[src/design/cpeg_pkg.sv]
// Shared widths, codes, sequencer states and saturation helpers for the Coulomb pair block.
package cpeg_pkg;

    localparam int COORD_W   = 32;
    localparam int CHARGE_W  = 16;
    localparam int DIFF_W    = 33;   // coordinate difference magnitude
    localparam int SQ_W      = 65;   // one squared offset
    localparam int SUM_SQ_W  = 66;   // r^2
    localparam int ROOT_W    = 49;   // r, with extra root fraction bits
    localparam int RAD_W     = 2 * ROOT_W;
    localparam int ROOT_EXTRA = 16;
    localparam int K_W       = 37;
    localparam int QQ_W      = 31;
    localparam int M_W       = 68;
    localparam int SR_W      = 115;  // widest divisor: r^2 * r
    localparam int NUM_W     = 101;  // widest dividend before alignment
    localparam int WR_W      = 33;
    localparam int QUO_W     = 64;
    localparam int OUT_W     = 48;
    localparam int ACC_W     = 64;
    localparam int CUT_W     = 48;
    localparam int DIEL_W    = 18;
    localparam int MUL_AW    = 68;
    localparam int MUL_BW    = 49;
    localparam int MUL_PW    = MUL_AW + MUL_BW;
    localparam int CFG_IDX_W = 2;
    localparam int CNT_W     = 6;

    localparam logic [32:0]        COULOMB_Q24  = 33'd5570938724;
    localparam logic [CUT_W-1:0]   CUTOFF_RESET = 48'd6553600;
    localparam logic [DIEL_W-1:0]  UNITY_Q16    = 18'd65536;

    typedef enum logic [CFG_IDX_W-1:0] {
        CFG_CUTOFF    = 2'd0,
        CFG_INV_DIEL  = 2'd1,
        CFG_INV_SCALE = 2'd2
    } t_cfg_index;

    typedef enum logic [1:0] {
        REL_NORMAL   = 2'd0,
        REL_EXCLUDED = 2'd1,
        REL_ONE_FOUR = 2'd2
    } t_relation;

    typedef enum logic [4:0] {
        S_IDLE, S_SQ, S_CHK, S_ROOT, S_KD, S_KS, S_QQ, S_M,
        S_E, S_SR, S_GM, S_GD, S_WD, S_VM, S_VD, S_FIN
    } t_state;

    function automatic logic [OUT_W-1:0] sat48(input logic neg, input logic [QUO_W-1:0] mag);
        logic big;
        big = |mag[QUO_W-1:OUT_W-1];
        if (big)
            return neg ? {1'b1, {(OUT_W-1){1'b0}}} : {1'b0, {(OUT_W-1){1'b1}}};
        else
            return neg ? (~mag[OUT_W-1:0] + 1'b1) : mag[OUT_W-1:0];
    endfunction

    function automatic logic [ACC_W-1:0] sat_add64(input logic [ACC_W-1:0] a,
                                                   input logic [ACC_W-1:0] b);
        logic [ACC_W:0] sum;
        sum = {a[ACC_W-1], a} + {b[ACC_W-1], b};
        if (sum[ACC_W] != sum[ACC_W-1])
            return sum[ACC_W] ? {1'b1, {(ACC_W-1){1'b0}}} : {1'b0, {(ACC_W-1){1'b1}}};
        else
            return sum[ACC_W-1:0];
    endfunction

endpackage

[src/design/cpeg_mul.sv]
// Serial shift-add multiplier, one multiplier bit per cycle, stops when the multiplier runs out.
module cpeg_mul (
    input  logic                        i_clk,
    input  logic                        i_rst_n,
    input  logic                        i_start,
    input  logic [cpeg_pkg::MUL_AW-1:0] i_a,
    input  logic [cpeg_pkg::MUL_BW-1:0] i_b,
    output logic                        o_done,
    output logic [cpeg_pkg::MUL_PW-1:0] o_p
);
    logic                        r_busy;
    logic [cpeg_pkg::MUL_PW-1:0] r_a;
    logic [cpeg_pkg::MUL_PW-1:0] r_acc;
    logic [cpeg_pkg::MUL_BW-1:0] r_b;

    assign o_done = r_busy && (r_b == '0);
    assign o_p    = r_acc;

    always_ff @(posedge i_clk) begin
        if (!i_rst_n) begin
            r_busy <= 1'b0;
        end else if (i_start) begin
            r_busy <= 1'b1;
        end else if (o_done) begin
            r_busy <= 1'b0;
        end
    end

    always_ff @(posedge i_clk) begin
        if (i_start) begin
            r_a   <= cpeg_pkg::MUL_PW'(i_a);
            r_b   <= i_b;
            r_acc <= '0;
        end else if (r_busy && !o_done) begin
            if (r_b[0])
                r_acc <= r_acc + r_a;
            r_a <= {r_a[cpeg_pkg::MUL_PW-2:0], 1'b0};
            r_b <= {1'b0, r_b[cpeg_pkg::MUL_BW-1:1]};
        end
    end
endmodule

[config.mk]
export PLATFORM = sky130hd
export DESIGN_NAME = cpeg_mul
export DESIGN_NICKNAME = d
export VERILOG_FILES = /design/src/design/cpeg_pkg.sv /design/src/design/cpeg_mul.sv
export SDC_FILE = /design/constraint.sdc
export NUM_CORES = 1
export LEC_CHECK = 0
export ABC_AREA = 1
export CAP_MARGIN = 20
export CORE_MARGIN = 5
export CORE_UTILIZATION = 45
export DETAILED_ROUTE_END_ITERATION = 8
export DONT_BUFFER_PORTS = 1
export PLACE_DENSITY = 0.6
export SYNTH_ARGS = -nofsm -noshare
export SYNTH_HDL_FRONTEND = slang
export SYNTH_SLANG_ARGS = --single-unit
[constraint.sdc]
create_clock -name i_clk -period 4.7 [get_ports i_clk]
set_input_delay 0 -clock i_clk [delete_from_list [all_inputs] [get_ports i_clk]]
set_output_delay 0 -clock i_clk [all_outputs]
set_load 0.03 [all_outputs]
# Word level (Yosys, flattened, before mapping)
# Cells that the tools add are included.
# totals
reg_bits	284
output_inout_bits	118
elab_cells	19
# classes
add_sub_neg	1
n_mux	6
reduce_logical	7
# op_table
op	count
68-bit 2-to-1 mux	2
117-bit adder	1
49-bit 2-to-1 mux	2
49-bit logical NOT	1
2-bit nonzero test	2
1-bit logical AND	2
1-bit 2-to-1 mux	2
2-bit AND reduction	1
1-bit logical NOT	1

# Depth between registers and ports, before layout
# depth
depth_word	6
depth_mapped	17
mapped_depth_nobuf	17

# Least setup slack after synthesis
# Ideal clock, no wire load.
# synth_path
kind	register to register
startpoint	register r_b[15] in the netlist's numbering
endpoint	register r_a[0] in the netlist's numbering (enable)
setup_ns	1.041
arrival_ns	3.190
required_time_ns	3.659
slack_ns	0.469
path_stages_with_launch	8
synth_period_minus_slack_ns	4.231
path_cell_list	edfxtp_1 -> nor4_1 -> nand4_1 -> nor2_1 -> nand2_1 -> nand2_1 -> clkbuf_2 -> nand2_1
# synth_between
elab_chain_len	5
# synth_lines
item	line_no	rtl
start, declared	cpeg_mul.sv:14	logic [cpeg_pkg::MUL_BW-1:0] r_b;
start signal, assigned	cpeg_mul.sv:32	r_b <= i_b;
start signal, assigned	cpeg_mul.sv:38	r_b <= {1'b0, r_b[cpeg_pkg::MUL_BW-1:1]};
49-bit logical NOT	cpeg_mul.sv:16	assign o_done = r_busy && (r_b == '0);
1-bit logical AND	cpeg_mul.sv:16	
1-bit logical NOT	cpeg_mul.sv:34	end else if (r_busy && !o_done) begin
1-bit logical AND	cpeg_mul.sv:34	
2-bit nonzero test (no source line)	--	
end signal, assigned	cpeg_mul.sv:31	r_a <= cpeg_pkg::MUL_PW'(i_a);
end signal, assigned	cpeg_mul.sv:37	r_a <= {r_a[cpeg_pkg::MUL_PW-2:0], 1'b0};
end, declared	cpeg_mul.sv:12	logic [cpeg_pkg::MUL_PW-1:0] r_a;
# No other way between the ends.
# A chain may end at the register's enable or synchronous reset.

# Worst setup path in the final report
# layout_path
startpoint	register r_acc, in the netlist o_p[86]
endpoint	register r_acc, in the netlist o_p[87]
# layout_between
elab_chain_len	1
# layout_lines
item	line_no	rtl
start, declared	cpeg_mul.sv:13	logic [cpeg_pkg::MUL_PW-1:0] r_acc;
start signal, assigned	cpeg_mul.sv:36	r_acc <= r_acc + r_a;
117-bit adder	cpeg_mul.sv:36	
# No other way between the ends.

==> flow_metrics.py <==
metrics = {
    "run_status": {
        "outcome": "completed",
    },
    "yosys": {
        "synth_ff_type": "dfxtp_1",
        "synthCells": 4106,
        "syn_area_sq_um": 23500,
        "yosysTopAreaCell": "nand2_1",
        "yosysWarnings": 0,
        "ys_top_cells_by_area": "nand2_1 27%, edfxtp_1 15%, dfxtp_1 14%",
        "postSynthRegisterBits": 284,
        "async_reset_ff_frac": 0,
        "syn_area_per_cell_sq_um": 5.73,
        "synth_nets": 4343,
        "synth-edff-count": 117,
        "synth_top_area_share": 0.271,
        "yosysSeqAreaShare": 0.291,
        "synth.distinct_cells": 38,
    },
    "critical_path": {
        "cp_max_fo": 5,
        "critPathKind": "flip-flop to flip-flop",
        "crit_arrival_ns": 3.56,
        "cp.required_ns": 5.16,
        "cp-end-kind": "flip-flop",
        "cp-start-kind": "flip-flop",
    },
    "timing": {
        "worstMarginPinSlew_ns": 1.02,
        "setup-violations-final": 0,
        "fmax_mhz": 322,
        "period_share": 0.661,
        "final_hold_viol_count": 0,
        "slew_viol_final": 0,
        "fin_crit_ns": 3.10,
        "fin_ws_ns": 1.60,
        "tns_ns": 0,
        "slew_headroom": 0.319,
        "rsz0062_at_grt": "false",
        "skew_ns": 0.0369,
    },
    "clock_network": {
        "cts_max_level": 2,
        "cts_setup_buffers": 0,
        "cts_root_buffer": "clkbuf_16",
        "cts.sinks": 284,
        "clk_latency_ns": 0.57,
        "cts_buffer_depth": 3,
        "cts.clk_slew.worst_paths_ns": 0.06,
        "cts_tree": "yes",
        "cts_inserted_buffers": 36,
    },
    "final_layout": {
        "post-route-util": 0.516,
        "syn2layout_area_growth_pct": 12.9,
        "n_antenna_cell": 0,
        "drive_gt1_frac": 0.0301,
        "nNetsFinal": 4430,
    },
    "pwr": {
        "powerDensity_nw_per_um2": 295,
        "p_seq_frac": 0.404,
        "power.internal_uw": 5110,
        "p_sw_frac": 0.348,
        "power_switching_uw": 2730,
        "ir_drop_mv": 0.258,
        "p_comb_frac": 0.231,
        "cellLeakagePower_uw": 0.0147,
        "clkPwrFrac": 0.365,
    },
    "route": {
        "ant_nets": 0,
        "route.met2.wl_microns": 36700,
        "drt_iter0_drc": 2459,
        "viasPerCell": 5.01,
        "via_count": 24535,
        "wl_met3_microns": 8490,
        "drcViolationCount": 0,
        "routed.top_layer": "met5",
        "met1Wirelength_microns": 41400,
        "wire_per_inst_microns": 18.2,
        "dr.pass1.iters": 5,
        "wl_microns": 89400,
    },
    "hold_path": {
        "hold_class": "input port to flip-flop",
    },
    "grt": {
        "grt_overflow": 0,
        "grt_use_total": 0.306,
        "antenna_found_initial": 2,
        "grt_pass1_wl_microns": 135000,
        "first_global_vias": 22789,
        "grt_start_max_net_pins": 221,
    },
    "die": {
        "die_x_microns": 239,
        "io_pins": 238,
        "fp.coreArea_sq_um": 51500,
        "rows": 83,
        "die_area_sq_um": 57000,
        "chipHeight_microns": 239,
        "start_util": 0.457,
    },
    "placed_design": {
        "portBuffers": 0,
        "pre_cts_ws_ns": 1.74,
        "hpwlAfterDp_microns": 71800,
        "routabilityCongestion": 1.08,
    },
    "job": {
        "max-cap-violations": 0,
    },
}
-- cell type report --
type                       count  area [sq um]
tap                          680           851
timing repair buffer         127          1290
sequential                   284          6860
fill                        5664         24900
inverter                     902          3390
clock inverter                 9           144
multi-input combinational   2842         12900
clock buffer                  56          1080
-- cell families after synthesis --
kind of cell    after synthesis  share of synthesized area
simple gates               2354                      0.398
buf+inv                     980                      0.159
compound gates              312                     0.0676
flops                       284                      0.291
fa+ha+maj                   117                     0.0625
xor+xnor                     59                     0.0220
-- sequential cells by signal (all words and copies together), names as in the netlist --
register	flops
o_p	117
r_a	117
r_busy	1
r_b	49
-- cells in the final DEF (no fill, tap or decap), drive strengths merged --
master,n
nand4,28
clkinvlp,1
clkbuf,56
o21bai,4
nor3,23
buf,9
xor2,47
a21oi,186
ha,116
xnor2,12
inv,899
nor2,440
bufinv,2
fa,1
and2,5
a31o,3
o21a,2
dfxtp,167
edfxtp,117
nand2,1698
a21boi,1
or2,3
nand3b,5
clkinv,9
nand3,138
dlygate4sd3,118
o21ai,116
nor4,14
-- worst max-delay path: stages, from the launching register on --
cell and delay, ns:
dfxtp_1 0.64, ha_1 0.34, nand2_1 0.16, nor2_1 0.33, nand2_1 0.21, nor2_1 0.21
inv_1 0.09, nor2_1 0.40, nand3_1 0.24, nand4_1 0.16, nand3_1 0.09, nand2_1 0.07
inv_1 0.04
-- layer usage --
metal,track usage,vias to the layer above
met3,0.0579,124
li1,-,12447
met5,0,-
met4,0.0837,2
met1,0.451,11070
met2,0.458,892
-- worst paths after layout --
check,from,end,slack (ns),cells after the start
setup / recovery,o_p[86],o_p[87],1.60,12
hold / removal,i_start,o_p[24],0.04,2
setup reg to reg,o_p[86],o_p[87],1.60,12
hold reg to reg,r_a[104],r_a[104],0.50,2
-- Yosys cell counts, types with 6 or more instances --
library cell,number
a21oi_1,186
buf_2,10
buf_4,6
clkbuf_1,55
dfxtp_1,167
edfxtp_1,117
ha_1,116
inv_1,885
inv_2,12
nand2_1,1696
nand3_1,128
nand3_2,10
nand4_1,28
nor2_1,414
nor2_2,26
nor3_1,17
nor3_2,6
nor4_1,12
o21ai_0,106
o21ai_1,10
xnor2_1,12
xor2_1,47
-- stage by stage --
stage	std cells	total power, uW	cell area [sq um]	hold WS [ns]
after global placement	4716	4880	24100	0.110
after CTS	4900	7880	26600	0.0154
after detailed placement	4716	4880	24100	0.135
after global routing	4900	8250	26600	0.0720
final	4900	7840	26600	0.0378
after floorplan	4106	4360	23500	0.154
-- power by group through the flow --
stage	clock, uW	combinational (uW)	sequential, uW
after floorplan	0	1230	3130
after global placement	0	1660	3220
after detailed placement	0	1660	3220
after CTS	2930	1780	3170
after global routing	3020	2030	3190
final	2860	1810	3170
-- repair_timing --
item,4_1_cts,5_1_grt
hold buffers,119,0
endpoints found under the hold margin,217,0
resized for setup,0,0
endpoints found under the setup margin,0,0
(Power assumes the default switching activity.)
