### src/design/cpeg_pkg.sv
// Shared widths, codes, sequencer states and saturation helpers for the Coulomb pair block.
package cpeg_pkg;

    localparam int COORD_W   = 32;
    localparam int CHARGE_W  = 16;
    localparam int DIFF_W    = 33;   // coordinate difference magnitude
    localparam int SQ_W      = 65;   // one squared offset
    localparam int SUM_SQ_W  = 66;   // r^2
    localparam int ROOT_W    = 49;   // r, with extra root fraction bits
    localparam int RAD_W     = 2 * ROOT_W;
    localparam int ROOT_EXTRA = 16;
    localparam int K_W       = 37;
    localparam int QQ_W      = 31;
    localparam int M_W       = 68;
    localparam int SR_W      = 115;  // widest divisor: r^2 * r
    localparam int NUM_W     = 101;  // widest dividend before alignment
    localparam int WR_W      = 33;
    localparam int QUO_W     = 64;
    localparam int OUT_W     = 48;
    localparam int ACC_W     = 64;
    localparam int CUT_W     = 48;
    localparam int DIEL_W    = 18;
    localparam int MUL_AW    = 68;
    localparam int MUL_BW    = 49;
    localparam int MUL_PW    = MUL_AW + MUL_BW;
    localparam int CFG_IDX_W = 2;
    localparam int CNT_W     = 6;

    localparam logic [32:0]        COULOMB_Q24  = 33'd5570938724;
    localparam logic [CUT_W-1:0]   CUTOFF_RESET = 48'd6553600;
    localparam logic [DIEL_W-1:0]  UNITY_Q16    = 18'd65536;

    typedef enum logic [CFG_IDX_W-1:0] {
        CFG_CUTOFF    = 2'd0,
        CFG_INV_DIEL  = 2'd1,
        CFG_INV_SCALE = 2'd2
    } t_cfg_index;

    typedef enum logic [1:0] {
        REL_NORMAL   = 2'd0,
        REL_EXCLUDED = 2'd1,
        REL_ONE_FOUR = 2'd2
    } t_relation;

    typedef enum logic [4:0] {
        S_IDLE, S_SQ, S_CHK, S_ROOT, S_KD, S_KS, S_QQ, S_M,
        S_E, S_SR, S_GM, S_GD, S_WD, S_VM, S_VD, S_FIN
    } t_state;

    function automatic logic [OUT_W-1:0] sat48(input logic neg, input logic [QUO_W-1:0] mag);
        logic big;
        big = |mag[QUO_W-1:OUT_W-1];
        if (big)
            return neg ? {1'b1, {(OUT_W-1){1'b0}}} : {1'b0, {(OUT_W-1){1'b1}}};
        else
            return neg ? (~mag[OUT_W-1:0] + 1'b1) : mag[OUT_W-1:0];
    endfunction

    function automatic logic [ACC_W-1:0] sat_add64(input logic [ACC_W-1:0] a,
                                                   input logic [ACC_W-1:0] b);
        logic [ACC_W:0] sum;
        sum = {a[ACC_W-1], a} + {b[ACC_W-1], b};
        if (sum[ACC_W] != sum[ACC_W-1])
            return sum[ACC_W] ? {1'b1, {(ACC_W-1){1'b0}}} : {1'b0, {(ACC_W-1){1'b1}}};
        else
            return sum[ACC_W-1:0];
    endfunction

endpackage

### src/design/cpeg_sqrt.sv
// Digit-by-digit integer square root, one root bit (two radicand bits) per cycle.
module cpeg_sqrt (
    input  logic                        i_clk,
    input  logic                        i_rst_n,
    input  logic                        i_start,
    input  logic [cpeg_pkg::RAD_W-1:0]  i_rad,
    output logic                        o_done,
    output logic [cpeg_pkg::ROOT_W-1:0] o_root
);
    localparam int REM_W = cpeg_pkg::ROOT_W + 1;

    logic                         r_busy;
    logic [cpeg_pkg::CNT_W-1:0]   r_cnt;
    logic [cpeg_pkg::RAD_W-1:0]   r_rad;
    logic [REM_W-1:0]             r_rem;
    logic [cpeg_pkg::ROOT_W-1:0]  r_root;
    logic [REM_W+1:0]             rem4;
    logic [REM_W+1:0]             trial;
    logic [REM_W+1:0]             diff;
    logic                         ge;

    assign rem4   = {r_rem, r_rad[cpeg_pkg::RAD_W-1 -: 2]};
    assign trial  = {1'b0, r_root, 2'b01};
    assign ge     = rem4 >= trial;
    assign diff   = rem4 - trial;
    assign o_done = r_busy && (r_cnt == cpeg_pkg::CNT_W'(cpeg_pkg::ROOT_W));
    assign o_root = r_root;

    always_ff @(posedge i_clk) begin
        if (!i_rst_n) begin
            r_busy <= 1'b0;
        end else if (i_start) begin
            r_busy <= 1'b1;
        end else if (o_done) begin
            r_busy <= 1'b0;
        end
    end

    always_ff @(posedge i_clk) begin
        if (i_start) begin
            r_rad  <= i_rad;
            r_rem  <= '0;
            r_root <= '0;
            r_cnt  <= '0;
        end else if (r_busy && !o_done) begin
            r_rad  <= {r_rad[cpeg_pkg::RAD_W-3:0], 2'b00};
            r_rem  <= ge ? diff[REM_W-1:0] : rem4[REM_W-1:0];
            r_root <= {r_root[cpeg_pkg::ROOT_W-2:0], ge};
            r_cnt  <= r_cnt + 1'b1;
        end
    end
endmodule

### config.mk
export PLATFORM = sky130hd
export DESIGN_NAME = cpeg_sqrt
export DESIGN_NICKNAME = d
export VERILOG_FILES = /design/src/design/cpeg_pkg.sv /design/src/design/cpeg_sqrt.sv
export SDC_FILE = /design/constraint.sdc
export NUM_CORES = 1
export LEC_CHECK = 0
export BUFFER_PORTS_ARGS = -buffer_cell sky130_fd_sc_hd__buf_2
export CAP_MARGIN = 20
export CORE_MARGIN = 1
export CORE_UTILIZATION = 50
export DETAILED_ROUTE_END_ITERATION = 7
export GPL_ROUTABILITY_DRIVEN = 0
export PLACE_DENSITY = 0.82
export SLEW_MARGIN = 15
export SYNTH_ARGS = -nofsm -noshare
export SYNTH_HDL_FRONTEND = slang
export SYNTH_SLANG_ARGS = --single-unit
### constraint.sdc
create_clock -name i_clk -period 8.8 [get_ports i_clk]
set_input_delay 0.88 -clock i_clk [delete_from_list [all_inputs] [get_ports i_clk]]
set_output_delay 0.88 -clock i_clk [all_outputs]
set_load 0.02 [all_outputs]
### Yosys cells after proc, flatten, opt, wreduce, memory -nomap -nowiden

Cells that the tools add are included.

* mux-type cells: 5
* equality and inequality tests: 1
* add/subtract/negate cells: 2
* reduce and logical (&&, ||, !) cells: 5
* magnitude comparators: 1

Operators with widths (number)
* $mux 98: 2
* $ge 52x51->1: 1
* $mux 50: 1
* $sub 50x50->50: 1
* $add 6x1->6 const B: 1
* $eq 6x6->1 const B: 1
* $reduce_bool 2->1: 2
* $logic_and 1x1->1: 2
* $mux 1: 2
* $logic_not 1->1: 1

* logic and storage cells: 19
* output and inout port bits: 50
* register bits: 204

### Logic depth before layout (Yosys ltp)

* word-level depth: 6
* mapped depth: 14

### Least setup slack after synthesis

No wires, ideal clock.

* path kind: in2reg
* from: input port i_start
* to: register r_rad[0] (netlist name), enable pin
* arrival time: 2996 ps
* cell stages on the path: 4
* path slack: 4888 ps
* path buffers: 2
* cell sequence: clkbuf_1 inv_1 clkbuf_1 nand2_1

* cells in the longest elaborated chain, start to end: 1

RTL lines
* start: declaration: RTL line cpeg_sqrt.sv:5 `input logic i_start,`
* $reduce_bool 2->1 (no source line)
* end signal: assignment: RTL line cpeg_sqrt.sv:41 `r_rad <= i_rad;`
* end signal: assignment: RTL line cpeg_sqrt.sv:46 `r_rad <= {r_rad[cpeg_pkg::RAD_W-3:0], 2'b00};`
* end: declaration: RTL line cpeg_sqrt.sv:14 `logic [cpeg_pkg::RAD_W-1:0] r_rad;`

No other way between the ends.
A chain may end at the register's enable or synchronous reset.

### Worst setup path after layout

* from: register r_root (netlist bit o_root[24])
* to: register r_rem[1]

* cells in the longest elaborated chain, start to end: 2

RTL lines
* start: declaration: RTL line cpeg_sqrt.sv:16 `logic [cpeg_pkg::ROOT_W-1:0] r_root;`
* start signal: assignment: RTL line cpeg_sqrt.sv:48 `r_root <= {r_root[cpeg_pkg::ROOT_W-2:0], ge};`
* $ge 52x51->1: RTL line cpeg_sqrt.sv:24 `assign ge = rem4 >= trial;`
* $mux 50: RTL line cpeg_sqrt.sv:47 `r_rem <= ge ? diff[REM_W-1:0] : rem4[REM_W-1:0];`
* end signal: assignment: RTL line cpeg_sqrt.sv:47
* end: declaration: RTL line cpeg_sqrt.sv:15 `logic [REM_W-1:0] r_rem;`

No other way between the ends.

==> impl_metrics.py <==
metrics = {
    "status": {
        "status": "complete, no violations",
    },
    "synth": {
        "synthTopCellsByArea": "edfxtp_1 26%, dfxtp_1 19%, mux2_2 9.4%, nand2_1 7.1%, ha_1 5.8%",
        "synth_compound_area_share_pct": 18.1,
        "synth_mux_area_share_pct": 9.85,
        "synth_warnings": 0,
        "synth_top_family_by_area": "compound AO/OA/AOI/OAI gates",
        "synth_most_common_cell": "nand2_1",
        "syn_avg_cell_area_um2": 9.25,
        "synth_area_um2": 11400,
        "syn-num-nets": 1392,
        "yosysUniqueCellTypes": 70,
        "synth_seq_cells": 204,
        "synth-edff-count": 98,
        "synth-simple-area-share_pct": 13.6,
        "ys_seq_area_share_pct": 44.3,
        "postSynthCellCount": 1238,
        "async_reset_ff_share_pct": 0,
        "synthFlopType": "dfxtp_1",
        "netlist_top_cells_count": "218 x nand2_1, 124 x a21oi_1, 106 x dfxtp_1",
        "synth_top_cell_area_share_pct": 25.7,
        "synth_xor_area_share_pct": 3.60,
        "synthAdderAreaFrac_pct": 5.79,
        "yosysTopAreaCell": "edfxtp_1",
    },
    "global_route": {
        "grt_overflow_total": 0,
        "antenna_found_initial": 4,
        "grt_max_degree": 95,
        "grt_use_total_pct": 22.5,
        "grt_pass1_vias": 9269,
        "grt_first_pass_wirelength_mm": 44.1,
    },
    "hold_path": {
        "min_path_type": "reg2reg",
    },
    "route": {
        "viasPerCell": 5.67,
        "antenna_left": 0,
        "routedWlPerCell_um": 16.1,
        "wl_mm": 26.5,
        "drt_iter0_markers": 507,
        "drtPass1Iterations": 5,
        "drc": 0,
        "vias": 9340,
    },
    "timing": {
        "rsz0062_at_grt": "false",
        "worst_pin_slew_ps": 1010,
        "tns_ps": 0,
        "hold_violations": 0,
        "fin_crit_ps": 3800,
        "period_share_pct": 43.2,
        "setup_viol": 0,
        "max_slew_margin_pct": 33.0,
        "skew_ps": 16.3,
        "slew_violations": 0,
        "fin_ws_ps": 5000,
        "timing.fmax_mhz": 263,
    },
    "clock_tree": {
        "path_clk_slew_ps": 60,
        "ctsHoldBuffers": 0,
        "htreeDepth": 1,
        "ctsLongestPathBuffers": 3,
        "clockRootBuffer": "clkbuf_16",
        "cts_setup_buffers": 0,
        "cts_resized": 0,
        "clkLatencyLatePin_ps": 530,
        "cts.sinks": 204,
        "cts_tree": "done",
        "cts_buffers": 23,
    },
    "worst_setup_path": {
        "start_kind": "flip-flop",
        "cp.required_ps": 9210,
        "critical_path.most_common_cell": "nand2_1",
        "arrival_ps": 4210,
        "worst-path-max-fanout": 28,
        "crit_chain": "inv_1 > ha_1 > nand2_1 > or4_1 > nor3_2 > nor2_1 > a32oi_1 > a31o_2 > a21o_1 > buf_4 > nand2_1 > a31o_1",
        "path_class": "reg2reg",
        "endpoint_kind": "flip-flop",
        "max_stage_delay_ps": 590,
        "slowest_stage": "or4_1",
    },
    "flow_run": {
        "maxCapViolations": 0,
    },
    "floorplan": {
        "die_h_um": 153,
        "die_w_um": 153,
        "start_util_pct": 51.6,
        "num_rows": 54,
        "pin_count": 151,
        "coreArea_um2": 22200,
        "dieArea_um2": 23500,
    },
    "cells_and_area": {
        "drive_gt1_share_pct": 22.4,
        "area_growth_pct": 14.4,
        "layout.nets": 1503,
    },
    "place": {
        "dp_hpwl_mm": 18.2,
        "dp_slack_ps": 5050,
        "io_buffers": 150,
    },
    "pwr": {
        "power_density_nw_per_um2": 289,
        "vdd_drop_max_uv": 184,
        "leakagePower_uw": 0.00532,
    },
}
## final timing paths
kind	startpoint	end	slack, ps	depth (start not counted)
worst max-delay path	o_root[24]	r_rem[1]	5000	12
worst min-delay path	o_root[11]	o_root[12]	480	2
worst max register to register	o_root[24]	r_rem[1]	5000	12
worst min register to register	o_root[11]	o_root[12]	480	2
## critical path, delay by kind of cell, from the launching register on
| kind | cells | cell delay, ps |
|---|---|---|
| buffers and inverters | 2 | 480 |
| AND/OR/NAND/NOR | 5 | 1200 |
| AO/OA/AOI/OAI | 4 | 1230 |
| flip-flops | 1 | 370 |
| adder cells (fa/ha/maj) | 1 | 380 |
## metal layers
metal  track usage, %  routed length, um  share of wire (%)  vias up
met5                0                 14              0.053        -
met2             38.9              12500                 47      309
met1             27.1              11300                 43     4319
met4             7.50                682                2.6        2
li1                 -                  -                  -     4655
met3             5.90               2020                7.6       55
## kinds of logic after synthesis
group,count (synthesis)
multiplexers,100
adder cells (fa/ha/maj),53
flip-flops,204
XOR/XNOR,47
buffers and inverters,137
AO/OA/AOI/OAI,334
AND/OR/NAND/NOR,363
## metrics by stage
step / power (uW) / hold slack, ps / instances / utilization, % / cell area (um2)
after floorplan: 2480 / 458 / 1238 / - / 11400
after global placement: 2750 / 454 / 1604 / 55.6 / 12300
after detailed placement: 2790 / 469 / 1604 / 55.6 / 12300
after CTS: 3780 / 477 / 1645 / 59.1 / 13100
after global routing: 4020 / 502 / 1647 / 59.1 / 13100
final: 3780 / 476 / 1648 / 59.1 / 13100
## state kept, by name (all words and copies together) (netlist names)
signal  flops
o_root     49
r_busy      1
r_cnt       6
r_rad      98
r_rem      50
## cells in the final DEF, fill, tap and decap left out, types with 53 or more instances in the layout
cell type / count
nand2_1: 216
edfxtp_1: 98
mux2_2: 96
ha_1: 53
inv_1: 66
dfxtp_1: 106
buf_2: 149
o21ai_0: 63
nor2_1: 64
a21oi_1: 124
## cell type report
| class | count | area [um2] |
|---|---|---|
| Timing Repair Buffer | 157 | 810 |
| Inverter | 66 | 248 |
| Clock buffer | 26 | 597 |
| Antenna cell | 3 | 7.51 |
| Sequential cell | 204 | 5060 |
| Clock inverter | 15 | 164 |
| Multi-Input combinational cell | 897 | 5860 |
| Fill cell | 1899 | 9060 |
| Tap cell | 280 | 350 |
## power by group
part | switching, uW | leakage (uW) | internal, uW | total, uW
logic | 965 | 0.00308 | 664 | 1630
registers | 62.7 | 0.00185 | 1110 | 1180
clock network | 399 | 0.000379 | 578 | 977
No activity file was read; power rests on OpenSTA's default activity.
