$ cat src/design/cpeg_pkg.sv
// Shared widths, codes, sequencer states and saturation helpers for the Coulomb pair block.
package cpeg_pkg;

    localparam int COORD_W   = 32;
    localparam int CHARGE_W  = 16;
    localparam int DIFF_W    = 33;   // coordinate difference magnitude
    localparam int SQ_W      = 65;   // one squared offset
    localparam int SUM_SQ_W  = 66;   // r^2
    localparam int ROOT_W    = 49;   // r, with extra root fraction bits
    localparam int RAD_W     = 2 * ROOT_W;
    localparam int ROOT_EXTRA = 16;
    localparam int K_W       = 37;
    localparam int QQ_W      = 31;
    localparam int M_W       = 68;
    localparam int SR_W      = 115;  // widest divisor: r^2 * r
    localparam int NUM_W     = 101;  // widest dividend before alignment
    localparam int WR_W      = 33;
    localparam int QUO_W     = 64;
    localparam int OUT_W     = 48;
    localparam int ACC_W     = 64;
    localparam int CUT_W     = 48;
    localparam int DIEL_W    = 18;
    localparam int MUL_AW    = 68;
    localparam int MUL_BW    = 49;
    localparam int MUL_PW    = MUL_AW + MUL_BW;
    localparam int CFG_IDX_W = 2;
    localparam int CNT_W     = 6;

    localparam logic [32:0]        COULOMB_Q24  = 33'd5570938724;
    localparam logic [CUT_W-1:0]   CUTOFF_RESET = 48'd6553600;
    localparam logic [DIEL_W-1:0]  UNITY_Q16    = 18'd65536;

    typedef enum logic [CFG_IDX_W-1:0] {
        CFG_CUTOFF    = 2'd0,
        CFG_INV_DIEL  = 2'd1,
        CFG_INV_SCALE = 2'd2
    } t_cfg_index;

    typedef enum logic [1:0] {
        REL_NORMAL   = 2'd0,
        REL_EXCLUDED = 2'd1,
        REL_ONE_FOUR = 2'd2
    } t_relation;

    typedef enum logic [4:0] {
        S_IDLE, S_SQ, S_CHK, S_ROOT, S_KD, S_KS, S_QQ, S_M,
        S_E, S_SR, S_GM, S_GD, S_WD, S_VM, S_VD, S_FIN
    } t_state;

    function automatic logic [OUT_W-1:0] sat48(input logic neg, input logic [QUO_W-1:0] mag);
        logic big;
        big = |mag[QUO_W-1:OUT_W-1];
        if (big)
            return neg ? {1'b1, {(OUT_W-1){1'b0}}} : {1'b0, {(OUT_W-1){1'b1}}};
        else
            return neg ? (~mag[OUT_W-1:0] + 1'b1) : mag[OUT_W-1:0];
    endfunction

    function automatic logic [ACC_W-1:0] sat_add64(input logic [ACC_W-1:0] a,
                                                   input logic [ACC_W-1:0] b);
        logic [ACC_W:0] sum;
        sum = {a[ACC_W-1], a} + {b[ACC_W-1], b};
        if (sum[ACC_W] != sum[ACC_W-1])
            return sum[ACC_W] ? {1'b1, {(ACC_W-1){1'b0}}} : {1'b0, {(ACC_W-1){1'b1}}};
        else
            return sum[ACC_W-1:0];
    endfunction

endpackage

$ cat src/design/cpeg_div.sv
// Restoring divider, one quotient bit per cycle; quotients at or above 2^63 hold at 2^63-1.
module cpeg_div #(
    parameter int XW = 149,
    parameter int DW = 115
) (
    input  logic                       i_clk,
    input  logic                       i_rst_n,
    input  logic                       i_start,
    input  logic [XW-1:0]              i_x,
    input  logic [DW-1:0]              i_d,
    output logic                       o_done,
    output logic [cpeg_pkg::QUO_W-1:0] o_q
);
    localparam int LOW_W = cpeg_pkg::QUO_W - 1;
    localparam int HW    = XW - LOW_W;
    localparam int CW    = (HW > DW) ? HW : DW;

    logic                       r_busy;
    logic                       r_sat;
    logic [cpeg_pkg::CNT_W-1:0] r_cnt;
    logic [DW-1:0]              r_rem;
    logic [DW-1:0]              r_d;
    logic [LOW_W-1:0]           r_low;
    logic [LOW_W-1:0]           r_q;
    logic [CW-1:0]              head;
    logic [CW-1:0]              dext;
    logic                       sat_now;
    logic [DW:0]                rem2;
    logic [DW:0]                diff;
    logic                       ge;

    // high part of the dividend at or above the divisor means quotient >= 2^63
    assign head    = CW'(i_x[XW-1:LOW_W]);
    assign dext    = CW'(i_d);
    assign sat_now = head >= dext;
    assign rem2    = {r_rem, r_low[LOW_W-1]};
    assign ge      = rem2 >= {1'b0, r_d};
    assign diff    = rem2 - {1'b0, r_d};
    assign o_done  = r_busy && (r_sat || (r_cnt == cpeg_pkg::CNT_W'(LOW_W)));
    assign o_q     = r_sat ? {1'b0, {LOW_W{1'b1}}} : {1'b0, r_q};

    always_ff @(posedge i_clk) begin
        if (!i_rst_n) begin
            r_busy <= 1'b0;
        end else if (i_start) begin
            r_busy <= 1'b1;
        end else if (o_done) begin
            r_busy <= 1'b0;
        end
    end

    always_ff @(posedge i_clk) begin
        if (i_start) begin
            r_sat <= sat_now;
            r_rem <= sat_now ? '0 : head[DW-1:0];
            r_d   <= i_d;
            r_low <= i_x[LOW_W-1:0];
            r_q   <= '0;
            r_cnt <= '0;
        end else if (r_busy && !o_done) begin
            r_rem <= ge ? diff[DW-1:0] : rem2[DW-1:0];
            r_low <= {r_low[LOW_W-2:0], 1'b0};
            r_q   <= {r_q[LOW_W-2:0], ge};
            r_cnt <= r_cnt + 1'b1;
        end
    end
endmodule

$ cat config.mk
export PLATFORM = sky130hd
export DESIGN_NAME = cpeg_div
export DESIGN_NICKNAME = d
export VERILOG_FILES = /design/src/design/cpeg_pkg.sv /design/src/design/cpeg_div.sv
export SDC_FILE = /design/constraint.sdc
export NUM_CORES = 1
export LEC_CHECK = 0
export ABC_AREA = 1
export BUFFER_PORTS_ARGS = -buffer_cell sky130_fd_sc_hd__buf_4
export CORE_MARGIN = 8
export CORE_UTILIZATION = 60
export CTS_CLUSTER_SIZE = 8
export DETAILED_ROUTE_END_ITERATION = 10
export GPL_ROUTABILITY_DRIVEN = 1
export GPL_TIMING_DRIVEN = 0
export PLACE_DENSITY_LB_ADDON = 0.15
export SLEW_MARGIN = 40
export SYNTH_ARGS = -nofsm -noshare
export SYNTH_HDL_FRONTEND = slang
export SYNTH_SLANG_ARGS = --single-unit
$ cat constraint.sdc
create_clock -name i_clk -period 8.7 [get_ports i_clk]
set_clock_uncertainty 0.1 [all_clocks]
set_input_delay 0.435 -clock i_clk [delete_from_list [all_inputs] [get_ports i_clk]]
set_output_delay 0.435 -clock i_clk [all_outputs]
set_load 0.03 [all_outputs]
# After elaboration in Yosys (flattened, before gate mapping)
# Index checks and enable logic that the tools add are counted.
# totals
reg_bits	364
inputBits	267
elab_cells	27
# classes
add_sub_neg	2
magnitude_cmp	2
eq_ne	1
muxes	9
reduce_logical	6
# op_table
op	count
115-bit two-way mux	3
63-bit two-way mux	3
116-bit by 115-bit >= comparator with 1-bit output	1
86-bit by 115-bit >= comparator with 1-bit output	1
115-bit subtractor	1
86-bit two-way mux	1
6-bit by 1-bit adder with 6-bit output, second input constant	1
6-bit equality test, second input constant	1
2-bit nonzero test	2
1-bit logical AND	2
1-bit two-way mux	2
1-bit logical NOT	1
1-bit logical OR	1

# Depth between registers and ports, before layout
# logic_depth
word_depth	7
ltp_mapped	19
mapped_depth_nobuf	19

# Worst setup path before layout
# Ideal clock, no wire load.
# synth_path
path_kind	register to register
from	register r_cnt[0] (netlist name)
to	register r_low[0] (enable)
setup_ns	0.614
arrival_ns	6.013
t_required_ns	7.986
setup_slack_ns	1.974
path_stages_with_launch	8
path_buffers	1
period_less_slack_ns	6.726
path_cell_list	dfxtp_1 ha_1 nand2_1 nor3_1 a21oi_1 nand2_1 nand2_1 clkbuf_1
# synth_via
elab_chain_cells	6
# synth_lines
element	line_no	rtl
start, declared	cpeg_div.sv:20	logic [cpeg_pkg::CNT_W-1:0] r_cnt;
start signal, assigned	cpeg_div.sv:64	r_cnt <= r_cnt + 1'b1;
6-bit equality test	cpeg_div.sv:39	assign o_done = r_busy && (r_sat || (r_cnt == cpeg_pkg::CNT_W'(LOW_W)));
1-bit logical OR	cpeg_div.sv:39	
1-bit logical AND	cpeg_div.sv:39	
1-bit logical NOT	cpeg_div.sv:60	end else if (r_busy && !o_done) begin
1-bit logical AND	cpeg_div.sv:60	
2-bit nonzero test (no source line)	--	
end signal, assigned	cpeg_div.sv:57	r_low <= i_x[LOW_W-1:0];
end signal, assigned	cpeg_div.sv:62	r_low <= {r_low[LOW_W-2:0], 1'b0};
end, declared	cpeg_div.sv:23	logic [LOW_W-1:0] r_low;
# No other way between the ends.
# A chain may end at the register's enable or synchronous reset.

# Worst setup path after layout
# layout_path
from	input port i_d[4]
to	register r_sat, data pin
# layout_via
elab_chain_cells	1
# layout_lines
element	line_no	rtl
start, declared	cpeg_div.sv:10	input logic [DW-1:0] i_d,
86-bit by 115-bit >= comparator with 1-bit output	cpeg_div.sv:35	assign sat_now = head >= dext;
net sat_now	cpeg_div.sv:27	logic sat_now;
end signal, assigned	cpeg_div.sv:54	r_sat <= sat_now;
end, declared	cpeg_div.sv:19	logic r_sat;
# The timed path passes the listed nets, and every way through them passes these cells.

==> metrics.cfg <==
[yosys]
yosys_warnings = 0
netlist_instances = 4804
synth_edf_count = 294
synth_cell_type_count = 41
synth_nets = 5274
ys_seq_elements = 364
async_flop_share = 0
ys_seq_area_frac = 0.334
postSynthAreaPerCell_sq_um = 6.38
synth_ff_type = edfxtp_1
synthesis.area_sq_um = 30700

[setup_path]
reg2reg_to = r_rem[58]
critPathLaunchType = input pin
critPathCapture = r_sat
r2r_setup_slack_ns = 4.80
required_ns = 8.95
crit_arrival_ns = 4.82
worstPathMaxFanout = 10
endpoint_kind = flop
critPathKind = in -> reg
r2r-start = r_rem[81]
critPathLaunch = i_d[4]
reg2regPathDepth = 15

[clocking]
cts.reportedPaths.clkPinSlew_ns = 0.06
post_cts_buffers = 0
numClockSinks = 364
cts_root_buf = clkbuf_16
ctsResizeCount = 0
cts_buffers = 52
ctsLongestPathBuffers = 3
cts_tree = yes
cts_hold_buf = 157
worstSkewPairLatency_ns = 0.64
ctsHtreeMaxLevel = 2

[timing]
max_slew.worst_pin.slew_ns = 0.922
finalHoldViolations = 1
rsz0062_at_grt = no
hold_ws_ns = -0.00132
period_needed_ns = 4.57
timing.fmax_ghz = 0.219
drv_slew = 0
setup_viol_count_final = 0
fin_tns_setup_ns = 0
period_share = 0.525
relSlewSlack = 0.385

[placed_design]
dpl_cell_area_sq_um = 34100
gp_congestion = 1.08
io_buffers = 330
post-dp-hpwl_um = 91000
dp.cells = 5821

[job]
maxCapViolCount = 0

[floorplan]
core_sq_um = 50900
rows = 83
io_pins = 332
die_h_um = 242
die_w_um = 242
design.die.area_sq_um = 58600
floorplan.initialDensity = 0.602

[run_status]
outcome = finished, violations left
violations = negative hold slack

[global_routing]
antenna_found_initial = 7
grt_max_degree = 62
grt_pass1_vias = 33017
grt-ovfl-total = 0
grtUsageTotal = 0.399
grt_pass1_wl_um = 184000

[finish]
fillers = 4100
final_util = 0.731
finalNetCount = 5822
fin_area_sq_um = 37200
syn2layout_area_growth_pct = 21.3
layout_commonest_cell = nand2_1
layout_common_cells = nand2_1, inv_1, nor2_1
drive_gt1_frac = 0.0861
instances_no_fill = 6051

[routing]
drt_iter0_drc = 4337
vias = 33937
wl_met1_um = 46100
wl_um = 123000
wl_met3_um = 13700
wl_per_cell_um = 20.3
drc_errors = 0
dr.pass1.iters = 7
drtAntennaViolNets = 0
top_layer = met5
dr_wl_met2_um = 54800
viasPerCell = 5.61

[power]
ir_drop_mv = 0.187
p_leak_uw = 0.0202
powerDensity_nw_per_um2 = 202

[hold_path]
worstHoldPathCells = 3
hold_path.class = in -> reg

cell usage after synthesis, drive strengths merged (2+ instances only):
library cell  count  area share
inv            1078        0.13
a21oi           144       0.024
o21a              5      0.0012
dfxtp            70       0.046
a21o              2     0.00049
nand3           211       0.035
and2              6      0.0012
o211ai            2     0.00049
buf              36      0.0076
o21bai           10      0.0024
nand3b          102       0.025
nor3             34      0.0060
xor2              2     0.00057
nand4           115       0.023
o21ai            81       0.013
clkbuf           81      0.0099
nor4              5      0.0010
o22ai            63       0.013
ha              202       0.082
edfxtp          294        0.29
xnor2            52       0.015
a211oi            2     0.00049
nor2            367       0.046
nand2          1834        0.22
critical path, cell delays in order:
cell and delay, ns:
dlygate4sd3_1 0.53, buf_4 0.12, inv_1 0.04, ha_1 0.30
a21oi_1 0.18, nor2_1 0.07, nor3_1 0.50, o21ai_0 0.28
nand2_1 0.12, nand3_1 0.24, nand2_1 0.15, nand3_1 0.19
nand2_1 0.50, clkbuf_1 0.57, clkbuf_1 0.44, nand2_1 0.13
metal layers:
| layer | up-vias | track usage |
|---|---|---|
| li1 | 15907 | - |
| met1 | 15399 | 0.490 |
| met2 | 2178 | 0.651 |
| met3 | 451 | 0.0811 |
| met4 | 2 | 0.225 |
| met5 | - | 0 |
sequential cells by signal, summed over array words and instances (netlist names):
name / flops
r_low: 63
r_rem: 115
r_q: 63
r_busy: 1
r_cnt: 6
r_sat: 1
r_d: 115
power by group:
group          switching, uW  internal (uW)
clock                    829           1080
sequential              95.4           2130
combinational           2280           1090
total                   3200           4300
worst min-delay path by stage:
stage / from / to
finish: i_x[62] / r_low[62]
global route: i_x[62] / r_low[62]
CTS: i_x[48] / r_low[48]
detailed placement: r_cnt[5] / r_cnt[5]
global placement: r_cnt[5] / r_cnt[5]
floorplan: r_cnt[5] / r_cnt[5]
layout make-up:
type / count / area [sq um] / area share
Clock inverter: 5 / 88.8 / 0.00239
Clock buffer: 64 / 1360 / 0.0365
Tap cell: 680 / 851 / 0.0229
Sequential cell: 364 / 10200 / 0.275
Inverter: 1078 / 4050 / 0.109
Timing Repair Buffer: 494 / 4200 / 0.113
Multi-Input combinational cell: 3245 / 15900 / 0.426
Buffer: 117 / 541 / 0.0145
Antenna cell: 4 / 10.0 / 0.000269
stage by stage:
step / worst slack, ns / total power, uW
floorplan: 1.97 / 4340
global placement: -1.85 / 5320
detailed placement: 4.63 / 5370
CTS: 4.70 / 7300
global route: 4.16 / 7870
finish: 4.13 / 7500
kinds of logic after synthesis:
kind of cell             after synthesis  synth area share
XOR/XNOR                              54            0.0154
AND/OR/NAND/NOR                     2676             0.363
other                                  1          0.000122
buffers and inverters               1195             0.149
flip-flops                           364             0.334
AO/OA/AOI/OAI                        311            0.0554
adder cells (fa/ha/maj)              203            0.0831
(Power assumes the default switching activity.)
